<file path="config.mk">
export PLATFORM = sky130hd
export DESIGN_NAME = quad_x_motor_mixer
export DESIGN_NICKNAME = d
export VERILOG_FILES = /design/src/sv/qxmm_pkg.sv /design/src/sv/qxmm_mix.sv /design/src/sv/qxmm_comp.sv /design/src/sv/qxmm_limit.sv /design/src/sv/quad_x_motor_mixer.sv
export VERILOG_INCLUDE_DIRS = /design/src /design/src/sv
export SDC_FILE = /design/constraint.sdc
export NUM_CORES = 2
export LEC_CHECK = 0
export BUFFER_PORTS_ARGS = -buffer_cell sky130_fd_sc_hd__buf_4
export CORE_UTILIZATION = 42
export CTS_BUF_LIST = sky130_fd_sc_hd__clkbuf_16
export CTS_CLUSTER_SIZE = 16
export DETAILED_ROUTE_END_ITERATION = 16
export PLACE_DENSITY = 0.64
export SETUP_SLACK_MARGIN = 0.4
export SLEW_MARGIN = 0
export SYNTH_ARGS = -nofsm -noshare
export SYNTH_HDL_FRONTEND = slang
export SYNTH_SLANG_ARGS = --single-unit
</file>
<file path="constraint.sdc">
create_clock -name clk -period 19.8 [get_ports clk]
set_clock_uncertainty 0.1 [all_clocks]
set_input_delay 1.98 -clock clk [delete_from_list [all_inputs] [get_ports clk]]
set_output_delay 1.98 -clock clk [all_outputs]
set_load 0.02 [all_outputs]
</file>
<file path="src/sv/quad_x_motor_mixer_defines.svh">
// assertion macros for the quad x motor mixer
// used by modules that carry concurrent checks; needs clk and arst_n in scope
`ifndef QUAD_X_MOTOR_MIXER_DEFINES_SVH
`define QUAD_X_MOTOR_MIXER_DEFINES_SVH
`ifndef SYNTHESIS
`define QXMM_ASSERT_IMP(label, ante, cons) \
	label: assert property (@(posedge clk) disable iff (!arst_n) (ante) |-> (cons)) \
		else $error("qxmm check failed: same cycle");
`define QXMM_ASSERT_NXT(label, ante, cons) \
	label: assert property (@(posedge clk) disable iff (!arst_n) (ante) |=> (cons)) \
		else $error("qxmm check failed: next cycle");
`else
`define QXMM_ASSERT_IMP(label, ante, cons)
`define QXMM_ASSERT_NXT(label, ante, cons)
`endif
`endif

</file>
<file path="src/sv/qxmm_pkg.sv">
// types, constants and the battery sag gain table for the quad x motor mixer
// no dependencies
package qxmm_pkg;

	localparam int IN_BITS      = 65;
	localparam int IN_TDATA_W   = 72;
	localparam int OUT_BITS     = 44;
	localparam int OUT_TDATA_W  = 48;
	localparam int NUM_MOTORS   = 4;

	localparam logic [7:0] NOMINAL_VBAT = 8'd126;
	localparam logic [5:0] TABLE_TOP    = 6'd36;
	localparam logic signed [14:0] SAG_BASE = 15'sd1000;
	// floor(b / 125) = (b * DIV125_RECIP) >> DIV125_SHIFT for b below 2^18
	localparam logic [17:0] DIV125_RECIP = 18'd134218;
	localparam int          DIV125_SHIFT = 24;

	typedef enum logic [2:0] {
		CFG_MIN_THROTTLE     = 3'd0,
		CFG_MAX_THROTTLE     = 3'd1,
		CFG_MIN_CHECK        = 3'd2,
		CFG_MIN_COMMAND      = 3'd3,
		CFG_IDLE_STOP        = 3'd4,
		CFG_VOLT_COMP_ENABLE = 3'd5,
		CFG_VBAT_CRITICAL    = 3'd6
	} cfg_idx_t;

	typedef struct packed {
		logic [10:0] min_throttle;
		logic [10:0] max_throttle;
		logic [10:0] min_check;
		logic [10:0] min_command;
		logic        idle_stop;
		logic        volt_comp_enable;
		logic [6:0]  vbat_critical;
	} cfg_t;

	// last member sits in the lowest bits, matching the tdata layout
	typedef struct packed {
		logic [7:0]         battery_voltage;
		logic               armed;
		logic               baro_hold;
		logic [10:0]        throttle_stick;
		logic signed [10:0] yaw_correction;
		logic signed [10:0] pitch_correction;
		logic signed [10:0] roll_correction;
		logic [10:0]        throttle_command;
	} item_t;

	typedef struct packed {
		logic low_stick;
		logic armed;
	} ctl_t;

	typedef logic signed [14:0] mix_t;
	typedef logic signed [21:0] prod_t;
	typedef mix_t  [NUM_MOTORS-1:0] mix_vec_t;
	typedef prod_t [NUM_MOTORS-1:0] prod_vec_t;
	// index 0 rear right, 1 front right, 2 rear left, 3 front left
	typedef logic [NUM_MOTORS-1:0][10:0] mot_vec_t;

	localparam logic [6:0] SAG_GAIN [0:36] = '{
		7'd0,   7'd3,   7'd5,   7'd8,   7'd11,  7'd14,  7'd17,  7'd19,  7'd22,  7'd25,
		7'd28,  7'd31,  7'd34,  7'd38,  7'd41,  7'd44,  7'd47,  7'd51,  7'd54,  7'd58,
		7'd61,  7'd65,  7'd68,  7'd72,  7'd76,  7'd79,  7'd83,  7'd87,  7'd91,  7'd95,
		7'd99,  7'd104, 7'd108, 7'd112, 7'd117, 7'd121, 7'd126
	};

	function automatic logic [6:0] qxmm_gain(input logic [5:0] idx);
		logic [6:0] g;
		g = 7'd0;
		if (idx <= TABLE_TOP) begin
			g = SAG_GAIN[idx];
		end
		return g;
	endfunction

endpackage

</file>
<file path="src/sv/qxmm_mix.sv">
// mixing stage: four quad x motor sums and the sag gain product per motor
// depends on qxmm_pkg
module qxmm_mix (
	input  qxmm_pkg::item_t     item,
	input  qxmm_pkg::cfg_t      cfg,
	output qxmm_pkg::mix_vec_t  mix,
	output qxmm_pkg::prod_vec_t prod,
	output qxmm_pkg::ctl_t      ctl
);
	import qxmm_pkg::*;

	mix_t             t, r, p, y;
	logic [7:0]       vc;
	logic signed [8:0] d;
	logic [5:0]       v;
	logic [6:0]       gain;
	mix_t             diff [NUM_MOTORS];

	always_comb begin
		t = mix_t'({4'b0, item.throttle_command});
		r = {{4{item.roll_correction[10]}}, item.roll_correction};
		p = {{4{item.pitch_correction[10]}}, item.pitch_correction};
		y = {{4{item.yaw_correction[10]}}, item.yaw_correction};
		mix[0] = t - r + p - y;
		mix[1] = t - r - p + y;
		mix[2] = t + r + p + y;
		mix[3] = t + r - p - y;
	end

	// lower bound tested first, so a critical level above nominal wins
	always_comb begin
		if (item.battery_voltage < {1'b0, cfg.vbat_critical}) begin
			vc = {1'b0, cfg.vbat_critical};
		end else if (item.battery_voltage > NOMINAL_VBAT) begin
			vc = NOMINAL_VBAT;
		end else begin
			vc = item.battery_voltage;
		end
		d = signed'({1'b0, NOMINAL_VBAT}) - signed'({1'b0, vc});
		if (d < 0) begin
			v = 6'd0;
		end else if (d > signed'({3'b0, TABLE_TOP})) begin
			v = TABLE_TOP;
		end else begin
			v = d[5:0];
		end
		gain = qxmm_gain(v);
	end

	always_comb begin
		for (int i = 0; i < NUM_MOTORS; i++) begin
			diff[i] = mix[i] - SAG_BASE;
			prod[i] = prod_t'(diff[i]) * prod_t'(signed'({15'b0, gain}));
		end
	end

	assign ctl.low_stick = (item.throttle_stick < cfg.min_check) && !item.baro_hold;
	assign ctl.armed     = item.armed;

endmodule

</file>
<file path="src/sv/qxmm_comp.sv">
// compensation stage: divides the sag product by 500 toward zero and, when enabled, adds it
// depends on qxmm_pkg
module qxmm_comp (
	input  qxmm_pkg::mix_vec_t  mix,
	input  qxmm_pkg::prod_vec_t prod,
	input  logic                enable,
	output qxmm_pkg::mix_vec_t  comp
);
	import qxmm_pkg::*;

	logic        neg  [NUM_MOTORS];
	prod_t       absv [NUM_MOTORS];
	logic [17:0] quar [NUM_MOTORS];
	logic [35:0] qp   [NUM_MOTORS];
	logic [10:0] q    [NUM_MOTORS];
	mix_t        delta [NUM_MOTORS];

	// |prod| stays below 2^19; /500 is >>2 then a reciprocal multiply for /125
	always_comb begin
		for (int i = 0; i < NUM_MOTORS; i++) begin
			neg[i]   = prod[i][21];
			absv[i]  = neg[i] ? -prod[i] : prod[i];
			quar[i]  = absv[i][19:2];
			qp[i]    = {18'b0, quar[i]} * {18'b0, DIV125_RECIP};
			q[i]     = qp[i][DIV125_SHIFT+10:DIV125_SHIFT];
			delta[i] = neg[i] ? -mix_t'({4'b0, q[i]}) : mix_t'({4'b0, q[i]});
			comp[i]  = enable ? (mix[i] + delta[i]) : mix[i];
		end
	end

endmodule

</file>
<file path="src/sv/qxmm_limit.sv">
// limiting stage: shifts down by the excess over max throttle, clamps, overrides
// depends on qxmm_pkg
module qxmm_limit (
	input  qxmm_pkg::mix_vec_t comp,
	input  qxmm_pkg::ctl_t     ctl,
	input  qxmm_pkg::cfg_t     cfg,
	output qxmm_pkg::mot_vec_t motors
);
	import qxmm_pkg::*;

	mix_t lo, hi, top_a, top_b, top, excess;
	mix_t x [NUM_MOTORS];

	always_comb begin
		lo     = mix_t'({4'b0, cfg.min_throttle});
		hi     = mix_t'({4'b0, cfg.max_throttle});
		top_a  = (comp[1] > comp[0]) ? comp[1] : comp[0];
		top_b  = (comp[3] > comp[2]) ? comp[3] : comp[2];
		top    = (top_b > top_a) ? top_b : top_a;
		excess = (top > hi) ? (top - hi) : mix_t'(0);
		for (int i = 0; i < NUM_MOTORS; i++) begin
			x[i] = comp[i] - excess;
			priority if (x[i] < lo) begin
				motors[i] = cfg.min_throttle;
			end else if (x[i] > hi) begin
				motors[i] = cfg.max_throttle;
			end else begin
				motors[i] = x[i][10:0];
			end
			if (ctl.low_stick) begin
				motors[i] = cfg.idle_stop ? cfg.min_command : cfg.min_throttle;
			end
			if (!ctl.armed) begin
				motors[i] = cfg.min_command;
			end
		end
	end

endmodule

</file>
<file path="src/sv/quad_x_motor_mixer.sv">
// quad x motor mixer, top level: stream ports, config registers, pipeline
// path: item_s1, mix_s2, comp_s3 and motors_q register an accepted input request on its way to m_axis
// throughput: one request per cycle while m_axis is ready; each stage holds one request and moves on
// as soon as the stage after it has room, so output stalls back up in order
// reset: arst_n clears all stage valids and loads the config register defaults
// depends on qxmm_pkg, qxmm_mix, qxmm_comp, qxmm_limit, quad_x_motor_mixer_defines.svh
`include "quad_x_motor_mixer_defines.svh"
module quad_x_motor_mixer (
	input  logic                             clk,
	input  logic                             arst_n,
	input  logic                             s_axis_tvalid,
	output logic                             s_axis_tready,
	// throttle_command, roll_correction, pitch_correction, yaw_correction,
	// throttle_stick, baro_hold, armed, battery_voltage, zero pad
	input  logic [qxmm_pkg::IN_TDATA_W-1:0]  s_axis_tdata,
	output logic                             m_axis_tvalid,
	input  logic                             m_axis_tready,
	// motor_rear_right, motor_front_right, motor_rear_left, motor_front_left,
	// zero pad
	output logic [qxmm_pkg::OUT_TDATA_W-1:0] m_axis_tdata,
	input  logic                             cfg_valid,
	output logic                             cfg_ready,
	input  logic [2:0]                       cfg_index,
	input  logic [10:0]                      cfg_data
);
	import qxmm_pkg::*;

	cfg_t      cfg_q;
	logic      valid_s1, valid_s2, valid_s3, out_valid_q;
	logic      ready_s1, ready_s2, ready_s3, ready_o;
	logic      out_load, out_run;
	item_t     item_s1;
	mix_vec_t  mix_s2;
	prod_vec_t prod_s2;
	ctl_t      ctl_s2, ctl_s3;
	mix_vec_t  comp_s3;
	mot_vec_t  motors_q;
	mix_vec_t  mix_c;
	prod_vec_t prod_c;
	ctl_t      ctl_c;
	mix_vec_t  comp_c;
	mot_vec_t  motors_c;

	assign cfg_ready = 1'b1;

	always_ff @(posedge clk or negedge arst_n) begin
		if (!arst_n) begin
			cfg_q.min_throttle     <= 11'd1150;
			cfg_q.max_throttle     <= 11'd1850;
			cfg_q.min_check        <= 11'd1100;
			cfg_q.min_command      <= 11'd1000;
			cfg_q.idle_stop        <= 1'b0;
			cfg_q.volt_comp_enable <= 1'b0;
			cfg_q.vbat_critical    <= 7'd99;
		end else if (cfg_valid && cfg_ready) begin
			unique case (cfg_idx_t'(cfg_index))
				CFG_MIN_THROTTLE:     cfg_q.min_throttle     <= cfg_data;
				CFG_MAX_THROTTLE:     cfg_q.max_throttle     <= cfg_data;
				CFG_MIN_CHECK:        cfg_q.min_check        <= cfg_data;
				CFG_MIN_COMMAND:      cfg_q.min_command      <= cfg_data;
				CFG_IDLE_STOP:        cfg_q.idle_stop        <= cfg_data[0];
				CFG_VOLT_COMP_ENABLE: cfg_q.volt_comp_enable <= cfg_data[0];
				CFG_VBAT_CRITICAL:    cfg_q.vbat_critical    <= cfg_data[6:0];
				default: ;
			endcase
		end
	end

	// each stage loads when empty or when the next one moves
	assign ready_o  = !out_valid_q || m_axis_tready;
	assign ready_s3 = !valid_s3 || ready_o;
	assign ready_s2 = !valid_s2 || ready_s3;
	assign ready_s1 = !valid_s1 || ready_s2;
	assign s_axis_tready = ready_s1;

	assign out_load = valid_s3 && ready_o;
	// armed, stick not low and sane bounds: the result must sit inside the limits
	assign out_run  = out_load && ctl_s3.armed && !ctl_s3.low_stick
		&& (cfg_q.min_throttle <= cfg_q.max_throttle);

	always_ff @(posedge clk or negedge arst_n) begin
		if (!arst_n) begin
			valid_s1    <= 1'b0;
			valid_s2    <= 1'b0;
			valid_s3    <= 1'b0;
			out_valid_q <= 1'b0;
		end else begin
			if (ready_s1) begin
				valid_s1 <= s_axis_tvalid;
			end
			if (ready_s2) begin
				valid_s2 <= valid_s1;
			end
			if (ready_s3) begin
				valid_s3 <= valid_s2;
			end
			if (ready_o) begin
				out_valid_q <= valid_s3;
			end
		end
	end

	qxmm_mix u_mix (
		.item (item_s1),
		.cfg  (cfg_q),
		.mix  (mix_c),
		.prod (prod_c),
		.ctl  (ctl_c)
	);

	qxmm_comp u_comp (
		.mix    (mix_s2),
		.prod   (prod_s2),
		.enable (cfg_q.volt_comp_enable),
		.comp   (comp_c)
	);

	qxmm_limit u_limit (
		.comp   (comp_s3),
		.ctl    (ctl_s3),
		.cfg    (cfg_q),
		.motors (motors_c)
	);

	always_ff @(posedge clk) begin
		if (s_axis_tvalid && ready_s1) begin
			item_s1 <= item_t'(s_axis_tdata[IN_BITS-1:0]);
		end
		if (valid_s1 && ready_s2) begin
			mix_s2  <= mix_c;
			prod_s2 <= prod_c;
			ctl_s2  <= ctl_c;
		end
		if (valid_s2 && ready_s3) begin
			comp_s3 <= comp_c;
			ctl_s3  <= ctl_s2;
		end
		if (out_load) begin
			motors_q <= motors_c;
		end
	end

	assign m_axis_tvalid = out_valid_q;
	assign m_axis_tdata  = {(OUT_TDATA_W - OUT_BITS)'(0), motors_q};

	`QXMM_ASSERT_NXT(a_accept_fills_s1, s_axis_tvalid && s_axis_tready, valid_s1)
	`QXMM_ASSERT_IMP(a_empty_s1_ready, !valid_s1, s_axis_tready)
	`QXMM_ASSERT_NXT(a_disarmed_rr, out_load && !ctl_s3.armed, motors_q[0] == cfg_q.min_command)
	`QXMM_ASSERT_NXT(a_disarmed_fl, out_load && !ctl_s3.armed, motors_q[3] == cfg_q.min_command)
	`QXMM_ASSERT_NXT(a_rr_above_min, out_run, motors_q[0] >= cfg_q.min_throttle)
	`QXMM_ASSERT_NXT(a_rr_below_max, out_run, motors_q[0] <= cfg_q.max_throttle)

endmodule
</file>
# Word level (Yosys, flattened, before mapping)
# Memories as Yosys holds them, arrays and structs flattened.
# Cells that the tools add are included.
# W data, S select, Z words.
# totals
register_bits	378
output_inout_bits	51
memories	1
latch_bits	0
word_cells	168
romBits	448
mem_bits_rw	0
# classes
reduce_logical	22
eq_ne	6
div_mod_pow	0
shift	0
n_bitwise	1
n_mul	8
addsub	32
mux	40
magnitude_cmp	19
# memory_table
memory	words	word_bits	read_ports	rd_ports_with_merged_regs	wr	line_no	rtl
(name not given)	64	7	1	0	0	qxmm_pkg.sv:73	g = SAG_GAIN[idx];
# op_table
op	count
$mux W11	17
$mux W15	12
$mul A18 B17 Y34 const B	4
$mul A15 B8 Y22	4
$mux W20	4
$neg A20 Y20	4
$gt A15 B12 Y1	5
$add A15 B15 Y15	4
$lt A15 B12 Y1	4
$neg A11 Y15	4
$sub A15 B11 Y15 const B	4
$sub A15 B15 Y15	4
$gt A15 B15 Y1	3
$add A15 B11 Y15	2
$add A13 B11 Y14	2
$sub A13 B11 Y14	2
$mux W7	3
$mux W8	2
$sub A14 B11 Y15	1
$sub A15 B11 Y15	1
$sub A15 B12 Y15	1
$reduce_and A2 Y1	7
$add A12 B11 Y13	1
$sub A12 B11 Y13	1
17 further kinds	32

# Longest topological paths before layout
# logic_depth
depth_word	13
depth_mapped	54
mapped_depth_nobuf	51

# Modules after synthesis
# From an unflattened synthesis, not the netlist that was laid out.
# hier_totals
hier_cells	6953
hier_area_um2	63724.9
# modules_own_cells
mod	cells_each	area_each_um2	seq_area_each_um2	instances
qxmm_comp	2688	22029.9	0.0	1
qxmm_mix	2671	21444.3	0.0	1
quad_x_motor_mixer	461	11935.2	11100.6	1
qxmm_limit	1133	8315.5	0.0	1

# Least setup slack after synthesis
# No wires, ideal clock.
# synth_path
kind	register -> register
start	register comp_s3[58] (netlist bit)
end	register motors_q (netlist bit m_axis_tdata[3]) (data pin)
stages_incl_launch_ff	50
required_time_ps	19429
setup_slack_ps	8934
t_arrival_ps	10494
synth_period_minus_slack_ps	10866
n_path_buf	4
cell_sequence	edfxtp_1 > ha_1 > nand3_1 > nor3_1 > o31ai_1 > o211ai_1 > mux2i_4 > clkbuf_1 > mux2_2 > ha_1 > a21o_1 > a21oi_1 > maj3_1 > o21a_1 > a21o_1 > nand2_1 > buf_2 > mux2i_1 > (+14 left out) > ha_1 > nor2b_1 > o21ai_0 > a21oi_1 > o21a_1 > o21a_1 > or2_2 > a31o_2 > xor2_1 > ha_1 > a21o_1 > a21oi_1 > a21oi_1 > nor3_1 > clkbuf_1 > mux2i_1 > o211a_1 > nor3_1
# synth_rtl
item	line_no	rtl
start, declared	quad_x_motor_mixer.sv:36	mix_vec_t comp_s3;
start signal, assigned	quad_x_motor_mixer.sv:135	comp_s3 <= comp_c;
end signal, assigned	quad_x_motor_mixer.sv:139	motors_q <= motors_c;
end, declared	quad_x_motor_mixer.sv:37	mot_vec_t motors_q;

==> reports/summary.txt <==
CP required - 20.13 ns
Pre-CTS setup slack - 6.28 ns
Outcome - finished clean
Ports - 142
ANT nets after route - 0
CP startpoint kind - flip-flop
Drc violations - 0
Clock latency on the worst-skew pair - 0.68 ns
Maximum clock frequency - 0.0716 GHz
Initial antenna violation count - 0
All-Layer GR Usage - 21.2%
CTS sink count - 374
Post-DP Area - 0.0652 mm^2
Initial DRC Count - 3179
Synth top area cells - ha_1 (24%), fa_1 (17%), edfxtp_1 (15%), inv_1 (7.3%), xnor2_1 (4.6%)
Post-CTS sizing - 0
CP most frequent cell - o21ai_0
Clock slew at reported path FFs - 0.06 ns
Crit. End Element - flip-flop
Syn-to-layout area delta - 7.94%
Die X - 386 um
Number of global-route vias before repair - 47700
Die area - 0.149 mm^2
Distinct cells, synth - 112
Synth Cell Area - 0.0618 mm^2
Final min period - 13.97 ns
Share of the synthesized area in the top cell type - 23.5%
Pre-antenna DRT Iters - 8
Final Hold Viols - 0
Starting density of the core - 42.4%
Yosys top cell by area - ha_1
Syn Area/Cell - 9.32 um^2
Layout Nets - 8518
H-tree level count - 2
Root Driver - clkbuf_16
Setup TNS - 0 ns
Crit path DAT - 14.30 ns
ANT cells - 0
Most common cell after layout, fill and taps aside - inv_1
R2R Setup Slk - 5.83 ns
Area of the core - 0.146 mm^2
Total of max-cap violations - 0
PortBufs - 129
Die Span Y - 386 um
Longest Clk Path Bufs - 3
Crit-path slowest cell - a311oi_1
Measured slew at the worst slew-check pin - 1.23 ns
Max-slew violation count - 0
Pin count of the biggest net entering global routing - 76
Worst hold path class - flip-flop to flip-flop
Kind of critical path - flip-flop to flip-flop
Fraction of layout cells with a size suffix above 1 - 7.21%
DR vias - 47200
Post-CTS setup buffers - 0
Largest delay share family, worst path - compound AO/OA/AOI/OAI gates
RD Place Congestion - 0.919
Final period util - 70.5%
Cells after Synth - 6633
Worst Path Buf+Inv - 3
HPWL after detailed placement - 126 mm
CTS Hold Bufs - 0
CTS tree - built
Sequential-to-total area share from yosys stat - 17.8%
# rows - 140
Routed vias/inst - 5.43
Commonest non-fill, non-tap cells in the layout - inv_1 (1205), ha_1 (1162), fa_1 (530)
Number of buffers created by CTS - 45
Post-layout worst setup margin - 5.83 ns
RSZ-0062 raised after global routing - false
Slew HR - 17.8%
Crit-path max cell delay - 0.92 ns
First-pass GRT wire length - 252 mm
Post-synth ARST share - 15.2%
Total Wirelength - 156 mm
Global route total overflow - 0
Yosys reg bits - 374
Yosys warnings - 0
Setup violations, final - 0
Synth Flop Type - edfxtp_1
Final Instance Area - 0.0667 mm^2
Post-synth EDFFs - 317
Max FO, Critical Path - 22
Final core occ - 45.8%
Wire length per cell - 18.0 um
## area by class of cell
type / count / area (um^2)
Inverter: 1204 / 4520
Sequential cell: 374 / 11000
Timing Repair Buffer: 197 / 1480
Fill cell: 13800 / 79000
Clock buffer: 45 / 1130
Multi-Input combinational cell: 4913 / 45800
Clock inverter: 38 / 414
Tap cell: 1917 / 2400
## sequential cells by signal, indices dropped and copies added, names as in the netlist
| signal | cells |
|---|---|
| valid_s1 | 1 |
| m_axis_tdata | 44 |
| comp_s3 | 60 |
| mix_s2 | 60 |
| item_s1 | 65 |
| prod_s2 | 84 |
| ctl_s2 | 2 |
| valid_s3 | 1 |
| ctl_s3 | 2 |
| valid_s2 | 1 |
| cfg_q | 53 |
| m_axis_tvalid | 1 |
## cells in the mapped netlist, types with 70 or more instances
master	instances
inv_1	1200
ha_1	1162
fa_1	530
nor2_1	449
a21oi_1	336
xnor2_1	324
edfxtp_1	317
o21ai_0	292
nand2_1	256
nor3_1	137
a21o_1	112
xor2_1	109
nand2b_1	89
clkbuf_1	88
nand3_1	87
mux2_2	85
nor2b_1	70
## per-layer routing
layer	global-route usage (%)	part of all wire, %
met5	0	0
met2	35.1	46
met4	5.23	2.2
met3	2.26	5.4
met1	29.4	46
## kinds of logic (layout without fill, tap and decap cells)
logic type	after synthesis	count (layout)	synth area share (%)
buf+inv	1349	1484	8.35
simple gates	1386	1386	11.1
xor+xnor	435	435	6.20
fa+ha+maj	1693	1693	40.7
other cells	2	5	0.0122
mux	151	151	2.66
compound gates	1243	1243	13.2
flops	374	374	17.8
## worst paths after layout
check / start / endpoint / cells after the start
setup / recovery: comp_s3[58] / m_axis_tdata[43] / 44
hold / removal: ctl_s2[0] / ctl_s3[0] / 0
setup reg to reg: comp_s3[58] / m_axis_tdata[43] / 44
hold reg to reg: ctl_s2[0] / ctl_s3[0] / 0
max in group asynchronous: arst_n / cfg_q[7] / 1
min in group asynchronous: arst_n / cfg_q[21] / 1
## metrics by stage
| step | cells | hold slack (ns) |
|---|---|---|
| floorplan | 6636 | 0.300 |
| global placement | 8605 | 0.302 |
| detailed placement | 8605 | 0.308 |
| CTS | 8688 | 0.323 |
| global route | 8688 | 0.331 |
| finish | 8688 | 0.322 |
Power is left out: the tool's default activity adds up to more than one toggle a clock period on the data nets, which glitch-free logic cannot reach.
